<file path="src/sv/jcdr_pkg.sv">
// Shared types, constants and register map of the joystick calibration reporter.
package jcdr_pkg;

  localparam int CHANNELS    = 4;
  localparam int SAMPLE_BITS = 12;
  localparam int CH_W        = (CHANNELS > 1) ? $clog2(CHANNELS) : 1;
  localparam int PACK_W      = CHANNELS * SAMPLE_BITS;
  localparam int PROD_W      = 2 * SAMPLE_BITS;
  localparam int PERIOD_W    = 16;
  localparam int PDATA_W     = 64;
  localparam int PADDR_W     = 6;

  localparam logic [SAMPLE_BITS-1:0] FULL_SCALE = {SAMPLE_BITS{1'b1}};

  // Register indexes (byte address / 8)
  localparam logic [2:0] REG_RAW_MIN  = 3'd0;
  localparam logic [2:0] REG_RAW_MAX  = 3'd1;
  localparam logic [2:0] REG_NEUTRAL  = 3'd2;
  localparam logic [2:0] REG_DEADZONE = 3'd3;
  localparam logic [2:0] REG_PERIOD   = 3'd4;

  // Reset values
  localparam logic [PACK_W-1:0]      RAW_MIN_RESET  = 48'd481153810440;
  localparam logic [PACK_W-1:0]      RAW_MAX_RESET  = 48'd206208774147000;
  localparam logic [SAMPLE_BITS-1:0] NEUTRAL_RESET  = 12'd2048;
  localparam logic [SAMPLE_BITS-1:0] DEADZONE_RESET = 12'd200;
  localparam logic [PERIOD_W-1:0]    PERIOD_RESET   = 16'd1000;

  typedef struct packed {
    logic [CHANNELS-1:0][SAMPLE_BITS-1:0] raw_min;
    logic [CHANNELS-1:0][SAMPLE_BITS-1:0] raw_max;
    logic [SAMPLE_BITS-1:0]               neutral;
    logic [SAMPLE_BITS-1:0]               deadzone;
    logic [PERIOD_W-1:0]                  period;
  } cfg_t;

  typedef struct packed {
    logic                   start;
    logic [PROD_W-1:0]      dividend;
    logic [SAMPLE_BITS-1:0] divisor;
  } div_req_t;

  typedef struct packed {
    logic                   busy;
    logic                   done;
    logic [SAMPLE_BITS-1:0] quotient;
  } div_rsp_t;

endpackage

</file>
<file path="src/sv/jcdr_regs.sv">
// APB configuration register file of the joystick calibration reporter.
module jcdr_regs
  import jcdr_pkg::*;
(
  input  logic               clk,
  input  logic               rst,
  input  logic               psel,
  input  logic               penable,
  input  logic               pwrite,
  input  logic [PADDR_W-1:0] paddr,
  input  logic [PDATA_W-1:0] pwdata,
  output logic [PDATA_W-1:0] prdata,
  output logic               pready,
  output cfg_t               cfg
);

  logic       wr_en;
  logic [2:0] idx;

  assign pready = 1'b1;
  assign idx    = paddr[PADDR_W-1:3];
  assign wr_en  = psel & penable & pwrite & pready;

  // Write registers on the access cycle of a write transaction
  always_ff @(posedge clk) begin
    if (rst) begin
      cfg.raw_min  <= RAW_MIN_RESET;
      cfg.raw_max  <= RAW_MAX_RESET;
      cfg.neutral  <= NEUTRAL_RESET;
      cfg.deadzone <= DEADZONE_RESET;
      cfg.period   <= PERIOD_RESET;
    end else if (wr_en) begin
      unique case (idx)
        REG_RAW_MIN:  cfg.raw_min  <= pwdata[PACK_W-1:0];
        REG_RAW_MAX:  cfg.raw_max  <= pwdata[PACK_W-1:0];
        REG_NEUTRAL:  cfg.neutral  <= pwdata[SAMPLE_BITS-1:0];
        REG_DEADZONE: cfg.deadzone <= pwdata[SAMPLE_BITS-1:0];
        REG_PERIOD:   cfg.period   <= pwdata[PERIOD_W-1:0];
        default: ;
      endcase
    end
  end

  // Read back
  always_comb begin
    unique case (idx)
      REG_RAW_MIN:  prdata = PDATA_W'(cfg.raw_min);
      REG_RAW_MAX:  prdata = PDATA_W'(cfg.raw_max);
      REG_NEUTRAL:  prdata = PDATA_W'(cfg.neutral);
      REG_DEADZONE: prdata = PDATA_W'(cfg.deadzone);
      REG_PERIOD:   prdata = PDATA_W'(cfg.period);
      default:      prdata = '0;
    endcase
  end

endmodule

</file>
<file path="src/sv/jcdr_div.sv">
// Shared restoring divider, one quotient bit per cycle.
module jcdr_div
  import jcdr_pkg::*;
(
  input  logic     clk,
  input  logic     rst,
  input  div_req_t req,
  output div_rsp_t rsp
);

  localparam int STEPS = SAMPLE_BITS;
  localparam int CNT_W = $clog2(STEPS);

  logic                   busy;
  logic                   done;
  logic [CNT_W-1:0]       cnt;
  logic [SAMPLE_BITS-1:0] rem;
  logic [SAMPLE_BITS-1:0] low;
  logic [SAMPLE_BITS-1:0] quo;
  logic [SAMPLE_BITS-1:0] dvs;
  logic [SAMPLE_BITS:0]   trial;
  logic                   take;

  // Quotient fits SAMPLE_BITS since the caller keeps dividend < divisor << SAMPLE_BITS
  assign trial = {rem, low[SAMPLE_BITS-1]};
  assign take  = (trial >= {1'b0, dvs});

  // Control
  always_ff @(posedge clk) begin
    if (rst) begin
      busy <= 1'b0;
      done <= 1'b0;
      cnt  <= '0;
    end else begin
      done <= 1'b0;
      if (req.start) begin
        busy <= 1'b1;
        cnt  <= '0;
      end else if (busy) begin
        if (cnt == CNT_W'(STEPS - 1)) begin
          busy <= 1'b0;
          done <= 1'b1;
        end
        cnt <= cnt + 1'b1;
      end
    end
  end

  // Datapath: shift in one dividend bit, subtract when it fits
  always_ff @(posedge clk) begin
    if (req.start) begin
      rem <= req.dividend[PROD_W-1:SAMPLE_BITS];
      low <= req.dividend[SAMPLE_BITS-1:0];
      dvs <= req.divisor;
      quo <= '0;
    end else if (busy) begin
      rem <= take ? SAMPLE_BITS'(trial - {1'b0, dvs}) : trial[SAMPLE_BITS-1:0];
      low <= {low[SAMPLE_BITS-2:0], 1'b0};
      quo <= {quo[SAMPLE_BITS-2:0], take};
    end
  end

  assign rsp.busy     = busy;
  assign rsp.done     = done;
  assign rsp.quotient = quo;

endmodule

</file>
<file path="src/sv/joystick_calibrate_deadzone_report.sv">
// Top level: joystick calibration, deadzone check and report output.
//
// Input stream (s_axis_*): one transaction carries four raw 12-bit samples.
// Output stream (m_axis_*): zero or one report per input transaction.
// Config: APB port, 64-bit data, register i at byte address 8*i.
//
// Every input bumps a tick counter. Inputs that are not a check item are
// taken back to back; tready stays high for them. A check item (tick
// reaches report_period) runs the four channels one after another through
// one 12-step restoring divider, which a channel skips when no division is
// needed. tready stays low through S_CHAN, S_DIV and S_ACC for each channel
// and then S_EMIT, until the block is back in S_IDLE for the next accept.
// A report is an active one (tuser 0, scaled values) when any channel leaves
// the deadzone, else a neutral one (tuser 1, zero data) once per idle run.
// The report sits in an output register; the next input is accepted while
// it waits. If a new report is due while the register is still full, the
// block holds until the receiver takes the old one.
// Reset (rst, synchronous) clears the counter, the neutral flag and the
// output valid and loads the register defaults.
module joystick_calibrate_deadzone_report
  import jcdr_pkg::*;
(
  input  logic               clk,
  input  logic               rst,
  // APB
  input  logic               psel,
  input  logic               penable,
  input  logic               pwrite,
  input  logic [PADDR_W-1:0] paddr,
  input  logic [PDATA_W-1:0] pwdata,
  output logic [PDATA_W-1:0] prdata,
  output logic               pready,
  // Input stream
  input  logic               s_axis_tvalid,
  output logic               s_axis_tready,
  input  logic [PACK_W-1:0]  s_axis_tdata,  // raw_ch0, raw_ch1, raw_ch2, raw_ch3
  // Output stream
  output logic               m_axis_tvalid,
  input  logic               m_axis_tready,
  output logic [PACK_W-1:0]  m_axis_tdata,  // scaled_ch0, scaled_ch1, scaled_ch2, scaled_ch3
  output logic               m_axis_tuser   // report_kind
);

  localparam logic [2:0] S_IDLE = 3'd0;
  localparam logic [2:0] S_CHAN = 3'd1;
  localparam logic [2:0] S_DIV  = 3'd2;
  localparam logic [2:0] S_ACC  = 3'd3;
  localparam logic [2:0] S_EMIT = 3'd4;

  cfg_t     cfg;
  div_req_t div_req;
  div_rsp_t div_rsp;

  logic [2:0]                           state;
  logic [PERIOD_W-1:0]                  tick_count;
  logic [PERIOD_W-1:0]                  tick_next;
  logic                                 neutral_sent;
  logic                                 active;
  logic [CH_W-1:0]                      ch;
  logic [CHANNELS-1:0][SAMPLE_BITS-1:0] raw;
  logic [CHANNELS-1:0][SAMPLE_BITS-1:0] scaled;
  logic [SAMPLE_BITS-1:0]               cur;

  logic [SAMPLE_BITS-1:0] raw_sel;
  logic [SAMPLE_BITS-1:0] lo_sel;
  logic [SAMPLE_BITS-1:0] hi_sel;
  logic [SAMPLE_BITS-1:0] span;
  logic [SAMPLE_BITS-1:0] offset;
  logic [SAMPLE_BITS-1:0] dev;
  logic                   in_fire;
  logic                   report_due;
  logic                   out_free;

  jcdr_regs u_regs (
    .clk     (clk),
    .rst     (rst),
    .psel    (psel),
    .penable (penable),
    .pwrite  (pwrite),
    .paddr   (paddr),
    .pwdata  (pwdata),
    .prdata  (prdata),
    .pready  (pready),
    .cfg     (cfg)
  );

  jcdr_div u_div (
    .clk (clk),
    .rst (rst),
    .req (div_req),
    .rsp (div_rsp)
  );

  assign s_axis_tready = (state == S_IDLE);
  assign in_fire       = s_axis_tvalid & s_axis_tready;
  assign tick_next     = tick_count + 1'b1;
  assign out_free      = ~m_axis_tvalid | m_axis_tready;
  assign report_due    = active | ~neutral_sent;

  // Current channel operands
  assign raw_sel = raw[ch];
  assign lo_sel  = cfg.raw_min[ch];
  assign hi_sel  = cfg.raw_max[ch];
  assign span    = hi_sel - lo_sel;
  assign offset  = raw_sel - lo_sel;

  // Divider request: (raw - min) * full scale over (max - min)
  assign div_req.start    = (state == S_CHAN) && (hi_sel > lo_sel) &&
                            (raw_sel > lo_sel) && (raw_sel < hi_sel);
  assign div_req.dividend = PROD_W'(offset) * PROD_W'(FULL_SCALE);
  assign div_req.divisor  = span;

  // Distance of the current channel from neutral
  assign dev = (cur >= cfg.neutral) ? cur - cfg.neutral : cfg.neutral - cur;

  // Sequencer
  always_ff @(posedge clk) begin
    if (rst) begin
      state        <= S_IDLE;
      tick_count   <= '0;
      neutral_sent <= 1'b0;
      active       <= 1'b0;
      ch           <= '0;
    end else begin
      unique case (state)
        S_IDLE: begin
          if (in_fire) begin
            if (tick_next < cfg.period) begin
              tick_count <= tick_next;
            end else begin
              tick_count <= '0;
              active     <= 1'b0;
              ch         <= '0;
              state      <= S_CHAN;
            end
          end
        end
        S_CHAN: begin
          if (div_req.start) begin
            state <= S_DIV;
          end else begin
            state <= S_ACC;
          end
        end
        S_DIV: begin
          if (div_rsp.done) begin
            state <= S_ACC;
          end
        end
        S_ACC: begin
          if (dev > cfg.deadzone) begin
            active <= 1'b1;
          end
          if (ch == CH_W'(CHANNELS - 1)) begin
            state <= S_EMIT;
          end else begin
            ch    <= ch + 1'b1;
            state <= S_CHAN;
          end
        end
        S_EMIT: begin
          if (!report_due) begin
            state <= S_IDLE;
          end else if (out_free) begin
            neutral_sent <= ~active;
            state        <= S_IDLE;
          end
        end
        default: state <= S_IDLE;
      endcase
    end
  end

  // Capture samples and per-channel results
  always_ff @(posedge clk) begin
    if (in_fire) begin
      raw <= s_axis_tdata;
    end
    if (state == S_CHAN && !div_req.start) begin
      cur        <= (hi_sel <= lo_sel || raw_sel <= lo_sel) ? '0 : FULL_SCALE;
      scaled[ch] <= (hi_sel <= lo_sel || raw_sel <= lo_sel) ? '0 : FULL_SCALE;
    end else if (state == S_DIV && div_rsp.done) begin
      cur        <= div_rsp.quotient;
      scaled[ch] <= div_rsp.quotient;
    end
  end

  // Output register
  always_ff @(posedge clk) begin
    if (rst) begin
      m_axis_tvalid <= 1'b0;
    end else if (state == S_EMIT && report_due && out_free) begin
      m_axis_tvalid <= 1'b1;
    end else if (m_axis_tready) begin
      m_axis_tvalid <= 1'b0;
    end
  end

  always_ff @(posedge clk) begin
    if (state == S_EMIT && report_due && out_free) begin
      m_axis_tuser <= ~active;
      m_axis_tdata <= active ? scaled : '0;
    end
  end

  // Checks
  a_div_no_restart: assert property (@(posedge clk) disable iff (rst)
    div_req.start |-> !div_rsp.busy)
    else $error("divider started while busy");

  a_neutral_empty: assert property (@(posedge clk) disable iff (rst)
    (m_axis_tvalid && m_axis_tuser) |-> (m_axis_tdata == '0))
    else $error("neutral report carries data");

  a_tick_cleared: assert property (@(posedge clk) disable iff (rst)
    (state != S_IDLE) |-> (tick_count == '0))
    else $error("tick counter not cleared during a check");

  a_load_from_emit: assert property (@(posedge clk) disable iff (rst)
    $rose(m_axis_tvalid) |-> $past(state == S_EMIT))
    else $error("report loaded outside emit");

endmodule
</file>
<file path="config.mk">
export PLATFORM = sky130hd
export DESIGN_NAME = joystick_calibrate_deadzone_report
export DESIGN_NICKNAME = d
export VERILOG_FILES = /design/src/sv/jcdr_pkg.sv /design/src/sv/jcdr_regs.sv /design/src/sv/jcdr_div.sv /design/src/sv/joystick_calibrate_deadzone_report.sv
export SDC_FILE = /design/constraint.sdc
export NUM_CORES = 1
export LEC_CHECK = 0
export ABC_AREA = 1
export BUFFER_PORTS_ARGS = -buffer_cell sky130_fd_sc_hd__clkbuf_2
export CAP_MARGIN = 0
export CORE_MARGIN = 2
export CORE_UTILIZATION = 66
export CTS_BUF_LIST = sky130_fd_sc_hd__clkbuf_8
export CTS_CLUSTER_SIZE = 12
export DETAILED_ROUTE_END_ITERATION = 12
export PLACE_DENSITY_LB_ADDON = 0.1
export SLEW_MARGIN = 30
export SYNTH_ARGS = -nofsm -noshare
export SYNTH_HDL_FRONTEND = slang
export SYNTH_SLANG_ARGS = --single-unit
</file>
<file path="constraint.sdc">
create_clock -name clk -period 18.05 [get_ports clk]
set_input_delay 0.9025 -clock clk [delete_from_list [all_inputs] [get_ports clk]]
set_output_delay 0.9025 -clock clk [all_outputs]
set_load 0.05 [all_outputs]
</file>
# Yosys cells after proc, flatten, opt, wreduce, memory -nomap -nowiden
# Index checks and enable logic that the tools add are counted.
[totals]
wordCells = 153
input_bits = 125
ff_bits = 371
[op_classes]
n_eq_ne = 16
reduce_logical = 28
magnitude_cmp = 11
n_bitwise = 9
n_mux = 45
addsub = 8
mul = 1
[op_table]
columns = ["operator", "count"]
rows = [
  ["$pmux W48 S5", 1],
  ["$mux W12", 13],
  ["$bwmux W48", 2],
  ["$mux W48", 2],
  ["$bmux W12 S2", 3],
  ["$sub A12 B12 Y12", 5],
  ["$gt A12 B12 Y1", 3],
  ["$demux W12 S2", 1],
  ["$le A12 B12 Y1", 2],
  ["$mul A12 B12 Y24 const B", 1],
  ["$mux W3", 6],
  ["$add A16 B1 Y16 const B", 1],
  ["$lt A16 B16 Y1", 1],
  ["$mux W16", 1],
  ["$pmux W3 S5", 1],
  ["$ge A13 B12 Y1", 1],
  ["$eq A3 B2 Y1 const B", 4],
  ["$ge A12 B12 Y1", 1],
  ["$lt A12 B12 Y1", 1],
  ["$reduce_and A2 Y1", 6],
  ["$reduce_and A4 Y1", 3],
  ["$mux W1", 10],
  ["$logic_and A1 B1 Y1", 8],
  ["$reduce_bool A2 Y1", 4],
  ["other kinds (23)", 37],
]

# Depth between registers and ports, before layout
[depth]
word_depth = 9
ltp_mapped = 42
ltp_nobuf = 40

# Modules after synthesis
# A second synthesis with hierarchy kept.
[hier_totals]
hier_cells = 3196
hier_area_um2 = 24451.0
[modules_own_cells]
columns = ["mod", "instances", "cells_each", "area_each_um2"]
rows = [
  ["joystick_calibrate_deadzone_report", 1, 1809, 14913.1],
  ["jcdr_regs", 1, 1021, 6520.0],
  ["jcdr_div", 1, 366, 3017.9],
]

# Least setup slack after synthesis
# OpenSTA, ideal clock, no wires.
[synth_timing]
path_kind = "flip-flop to flip-flop"
from = "register ch[0]"
to = "register u_div.rem[10], data pin"
t_arrival_ns = 6.675
t_required_ns = 17.798
path_buffers = 3
path_slack_ns = 11.123
setup_time_ns = 0.252
path_stages_with_launch = 35
path_cell_list = "dfxtp_1 > buf_6 > clkbuf_1 > clkbuf_1 > o21ai_0 > o22ai_1 > ha_1 > inv_1 > fa_1 > nand3_1 > nand2_1 > a21oi_1 > o21ai_0 > xnor2_1 > xor2_1 > inv_1 > ha_1 > nor2_1 > inv_1 > fa_1 > fa_1 > fa_1 > inv_1 > fa_1 > inv_1 > ha_1 > a21oi_1 > inv_1 > a21oi_1 > nand2_1 > nand2_1 > nand3_1 > xor2_1 > nand2_1 > nand2_1"
[synth_via]
elab_chain_cells = 7
word_cells_on_any_way = 15
cone_classes = "add/sub: 1; mul: 1; order compare: 3; mux: 7; reduce/logical: 3"
[synth_lines]
columns = ["item", "line", "source"]
rows = [
  ["start: declaration", "joystick_calibrate_deadzone_report.sv:59", "logic [CH_W-1:0] ch;"],
  ["start signal: assignment", "joystick_calibrate_deadzone_report.sv:157", "ch <= ch + 1'b1;"],
  ["parallel branches: the longest is 6 deep, another holds $mul A12 B12 Y24", "-", ""],
  ["$mux W12 *", "jcdr_div.sv:51", "if (req.start) begin"],
  ["end signal: assignment", "jcdr_div.sv:52", "rem <= req.dividend[PROD_W-1:SAMPLE_BITS];"],
  ["end signal: assignment", "jcdr_div.sv:57", "rem <= take ? SAMPLE_BITS'(trial - {1'b0, dvs}) : trial[SAMPLE_BITS-1:0];"],
  ["end: declaration", "jcdr_div.sv:17", "logic [SAMPLE_BITS-1:0] rem;"],
]
# Every way passes the cells marked *. The select of a mux whose other input is x is not followed.
# A chain may end at the register's enable or synchronous reset.

# Worst setup path in the final report
[layout_timing]
from = "register ch[0]"
to = "register u_div.rem[3], data pin"
# Same word-level chain as after synthesis.

==> flow_summary.html <==
<table>
<tr><th>Metric</th><th>Value</th></tr>
<tr><th colspan="2">Final layout</th></tr>
<tr><td>Sequential standard cell area</td><td>0.00936 sq mm</td></tr>
<tr><td>Commonest non-fill, non-tap cells in the layout</td><td>sky130_fd_sc_hd__nand2_1, sky130_fd_sc_hd__inv_1, sky130_fd_sc_hd__nor2_1, sky130_fd_sc_hd__clkbuf_2, sky130_fd_sc_hd__edfxtp_1</td></tr>
<tr><td>Multi-input logic area</td><td>roughly 0.012 sq mm</td></tr>
<tr><td>Post-synthesis to final-layout area growth</td><td>10.4%</td></tr>
<tr><td>Post-layout instance count excluding filler cells</td><td>roughly 3500</td></tr>
<tr><td>Filler instances</td><td>between 2000 and 3000</td></tr>
<tr><td>Design area</td><td>0.0253 sq mm</td></tr>
<tr><td>Final core occ</td><td>0.735</td></tr>
<tr><td>Leading cell type in the layout, fill and taps excluded</td><td>sky130_fd_sc_hd__nand2_1</td></tr>
<tr><td>Fraction of final layout cells sized beyond drive strength 1</td><td>0.109</td></tr>
<tr><td>Nets</td><td>around 3300</td></tr>
<tr><th colspan="2">Synth</th></tr>
<tr><td>Number of register bits inferred by synthesis</td><td>around 370</td></tr>
<tr><td>Cells after synthesis</td><td>2806</td></tr>
<tr><td>Unique cell type count in the Yosys netlist</td><td>46</td></tr>
<tr><td>Share of the yosys chip area belonging to registers</td><td>0.409</td></tr>
<tr><td>Number of flops mapped to enable cells by yosys</td><td>193</td></tr>
<tr><td>Avg Cell Area, Syn</td><td>between 8 and 9 sq um</td></tr>
<tr><td>Synth async-reset ratio</td><td>0</td></tr>
<tr><td>Synth warnings</td><td>0</td></tr>
<tr><td>Post-synthesis cell area</td><td>between 0.02 and 0.025 sq mm</td></tr>
<tr><td>Post-synth top flop</td><td>sky130_fd_sc_hd__edfxtp_1</td></tr>
<tr><th colspan="2">Floorplan</th></tr>
<tr><td>Initial Utilization</td><td>0.666</td></tr>
<tr><td>Die Width</td><td>~190 um</td></tr>
<tr><td>Standard-cell row count</td><td>68</td></tr>
<tr><td>Core ar.</td><td>between 0.03 and 0.04 sq mm</td></tr>
<tr><td>Top Ports</td><td>~240</td></tr>
<tr><td>Floorplan die area</td><td>0.0362 sq mm</td></tr>
<tr><td>Die Y</td><td>around 190 um</td></tr>
<tr><th colspan="2">Placement</th></tr>
<tr><td>Post-detailed-placement cell area</td><td>about 0.024 sq mm</td></tr>
<tr><td>Half-perimeter wire length of the detailed placement result</td><td>about 44000 um</td></tr>
<tr><td>Buffers on Ports</td><td>around 200</td></tr>
<tr><td>Gpl congestion</td><td>between 0.8 and 0.9</td></tr>
<tr><td>Placed Instances</td><td>roughly 3400</td></tr>
<tr><td>Worst Setup Slack post-DPL</td><td>9.58 ns</td></tr>
<tr><th colspan="2">Timing</th></tr>
<tr><td>Post-Route Setup TNS</td><td>0 ns</td></tr>
<tr><td>Setup violators final</td><td>0</td></tr>
<tr><td>Slew at the pin with the worst max-slew slack</td><td>1.00 ns</td></tr>
<tr><td>Slack of the critical path</td><td>~9.5 ns</td></tr>
<tr><td>Rel. slew slack</td><td>0.329</td></tr>
<tr><td>Hold Worst Slack</td><td>about 0.43 ns</td></tr>
<tr><td>F_max</td><td>0.116 GHz</td></tr>
<tr><td>Fin. max-slew vios</td><td>0</td></tr>
<tr><td>Endpoints failing hold</td><td>0</td></tr>
<tr><td>Unrepaired setup endpoints after global routing</td><td>false</td></tr>
<tr><td>Max Clock Skew</td><td>roughly 0.034 ns</td></tr>
<tr><td>Fraction of the cycle the final worst path needs</td><td>0.476</td></tr>
<tr><td>Min cycle time layout</td><td>between 8 and 9 ns</td></tr>
<tr><th colspan="2">Setup path</th></tr>
<tr><td>Category of the worst setup path capture point</td><td>register</td></tr>
<tr><td>Required time of the critical path</td><td>18.39 ns</td></tr>
<tr><td>Worst-path fanout max</td><td>75</td></tr>
<tr><td>Delay of the slowest critical-path stage</td><td>roughly 0.70 ns</td></tr>
<tr><td>Element type at the critical path start</td><td>register</td></tr>
<tr><td>Critical path arrival</td><td>slightly below 9 ns</td></tr>
<tr><td>Class of the most critical setup path</td><td>register to register</td></tr>
<tr><td>Slowest cell on the critical path</td><td>sky130_fd_sc_hd__fa_1</td></tr>
<tr><th colspan="2">Clocking</th></tr>
<tr><td>Num CTS Buffers</td><td>57</td></tr>
<tr><td>CTS resizes</td><td>0</td></tr>
<tr><td>Htree depth</td><td>2</td></tr>
<tr><td>Post-CTS Hold Fix Bufs</td><td>0</td></tr>
<tr><td>Clock buffer depth</td><td>3</td></tr>
<tr><td>CTS tree</td><td>done</td></tr>
<tr><td>Clock Tree Root</td><td>sky130_fd_sc_hd__clkbuf_8</td></tr>
<tr><td>Worst-skew pair later-pin latency</td><td>about 0.66 ns</td></tr>
<tr><td>Total clock sinks</td><td>around 370</td></tr>
<tr><td>Post-CTS setup repair buffer count</td><td>0</td></tr>
<tr><td>Register clock-pin slew on the reported worst setup and hold paths</td><td>0.07 ns</td></tr>
<tr><th colspan="2">Drt</th></tr>
<tr><td>Residual DRC count</td><td>0</td></tr>
<tr><td>DRT Pass-1 Iters</td><td>6</td></tr>
<tr><td>Via count</td><td>around 20000</td></tr>
<tr><td>Uppermost layer routed</td><td>met4</td></tr>
<tr><td>Final routed wirelength across all metal layers</td><td>60100 um</td></tr>
<tr><td>Total length of routed met3 wires</td><td>4320 um</td></tr>
<tr><td>Met2 wire len</td><td>29200 um</td></tr>
<tr><td>Routed met1 length</td><td>around 24000 um</td></tr>
<tr><td>Avg Vias per Cell</td><td>between 5 and 6</td></tr>
<tr><td>Number of design-rule violations left by the first detailed-router iteration</td><td>about 1900</td></tr>
<tr><td>Final ANT Viol Nets</td><td>0</td></tr>
<tr><td>DR WL/cell</td><td>17.3 um</td></tr>
<tr><th colspan="2">Power</th></tr>
<tr><td>Final Power</td><td>roughly 5.1 mW</td></tr>
<tr><td>Power density relative to cell area</td><td>202 mW/mm^2</td></tr>
<tr><td>Pleak</td><td>12.3 nW</td></tr>
<tr><td>Worst voltage drop across the vdd grid</td><td>0.665 mV</td></tr>
<tr><th colspan="2">GRT</th></tr>
<tr><td>Vias in the first global route</td><td>19100</td></tr>
<tr><td>Antenna violations before repair</td><td>1</td></tr>
<tr><td>Sum of overflow across all layers after global routing</td><td>0</td></tr>
<tr><td>Global-route wire length before repair</td><td>95900 um</td></tr>
<tr><td>Total routing usage reported by global routing</td><td>0.335</td></tr>
<tr><td>Maximum number of pins on one net before global-route repair</td><td>between 100 and 150</td></tr>
<tr><th colspan="2">Flow run</th></tr>
<tr><td>Max-Cap Viols</td><td>0</td></tr>
<tr><th colspan="2">Status</th></tr>
<tr><td>Run status</td><td>finished clean</td></tr>
<tr><th colspan="2">Worst hold path</th></tr>
<tr><td>HP Class</td><td>input port to register</td></tr>
</table>
## worst max-delay path: cells and delay by family (launching register included)
family | cells | cell delay (ns)
xor+xnor | 2 | 0.62
buf+inv | 9 | 1.97
compound gates | 5 | 0.88
flops | 1 | 0.31
simple gates | 6 | 0.75
fa+ha+maj | 8 | 3.70
## power by group
part	leakage (nW)	switching, mW	internal (mW)
Clock	0.671	0.343	0.391
Combinational	8.48	2.26	1.22
Sequential	3.19	0.00883	0.895
## routing by layer
metal  GRT usage  vias up
li1            -     9550
met1       0.425     9256
met2       0.572      895
met3      0.0480      159
met4       0.146        0
met5           0        -
## sequential cells by signal, summed over array words and instances, names as in the netlist
name / flops
cur: 12
state: 3
m_axis_tdata: 48
raw: 48
u_div.done: 1
ch: 2
tick_count: 16
active: 1
scaled: 48
m_axis_tuser: 1
u_div.quo: 12
u_regs.cfg: 136
u_div.busy: 1
u_div.rem: 12
m_axis_tvalid: 1
u_div.low: 12
u_div.cnt: 4
u_div.dvs: 12
neutral_sent: 1
## synthesized netlist by cell type (all sizes together) (4+ instances only)
cell type  number  share of area
edfxtp        193           0.25
a21o           11         0.0036
nand3         151          0.033
a31oi           9         0.0025
a32oi          12         0.0046
nand4          17         0.0046
o21ai         193          0.042
a32o            9         0.0039
nand3b          5         0.0016
o22ai          24         0.0066
buf            46          0.014
xor2           60          0.023
a221oi         13         0.0050
clkbuf         85          0.014
nor3           13         0.0031
xnor2          26          0.010
a21oi         184          0.040
o211ai         13         0.0043
nand2         654           0.11
or2             4         0.0012
nor2          248          0.041
ha            169          0.092
o21bai          8         0.0026
o21a            5         0.0016
a22o           29          0.011
inv           377          0.062
fa             60          0.052
dfxtp         178           0.16
## path summary, 6_finish.rpt
path	depth (start not counted)	endpoint	start	slack, ns
setup / recovery	30	u_div.rem[3]$_DFFE_PP_	ch[0]$_SDFFE_PP0P_	9.46
hold / removal	1	raw[6]$_DFFE_PP_	s_axis_tdata[6]	0.43
setup reg to reg	30	u_div.rem[3]$_DFFE_PP_	ch[0]$_SDFFE_PP0P_	9.46
hold reg to reg	2	neutral_sent$_SDFFE_PP0P_	neutral_sent$_SDFFE_PP0P_	0.47
## cells by family after synthesis
| family | Yosys count | share of synthesized area |
|---|---|---|
| fa+ha+maj | 229 | 0.145 |
| buf+inv | 509 | 0.0898 |
| other cells | 2 | 0.000328 |
| flops | 371 | 0.409 |
| xor+xnor | 86 | 0.0329 |
| compound gates | 515 | 0.130 |
| simple gates | 1094 | 0.193 |
## cell type report
cell class                 instances  share of cell area
multi-input combinational       1941               0.458
sequential                       371               0.370
inverter                         378              0.0562
timing repair buffer             218              0.0447
clock buffer                      65              0.0354
tap                              455              0.0225
clock inverter                    42              0.0124
antenna                            1           0.0000990
Power figures use the tool's default switching activity.
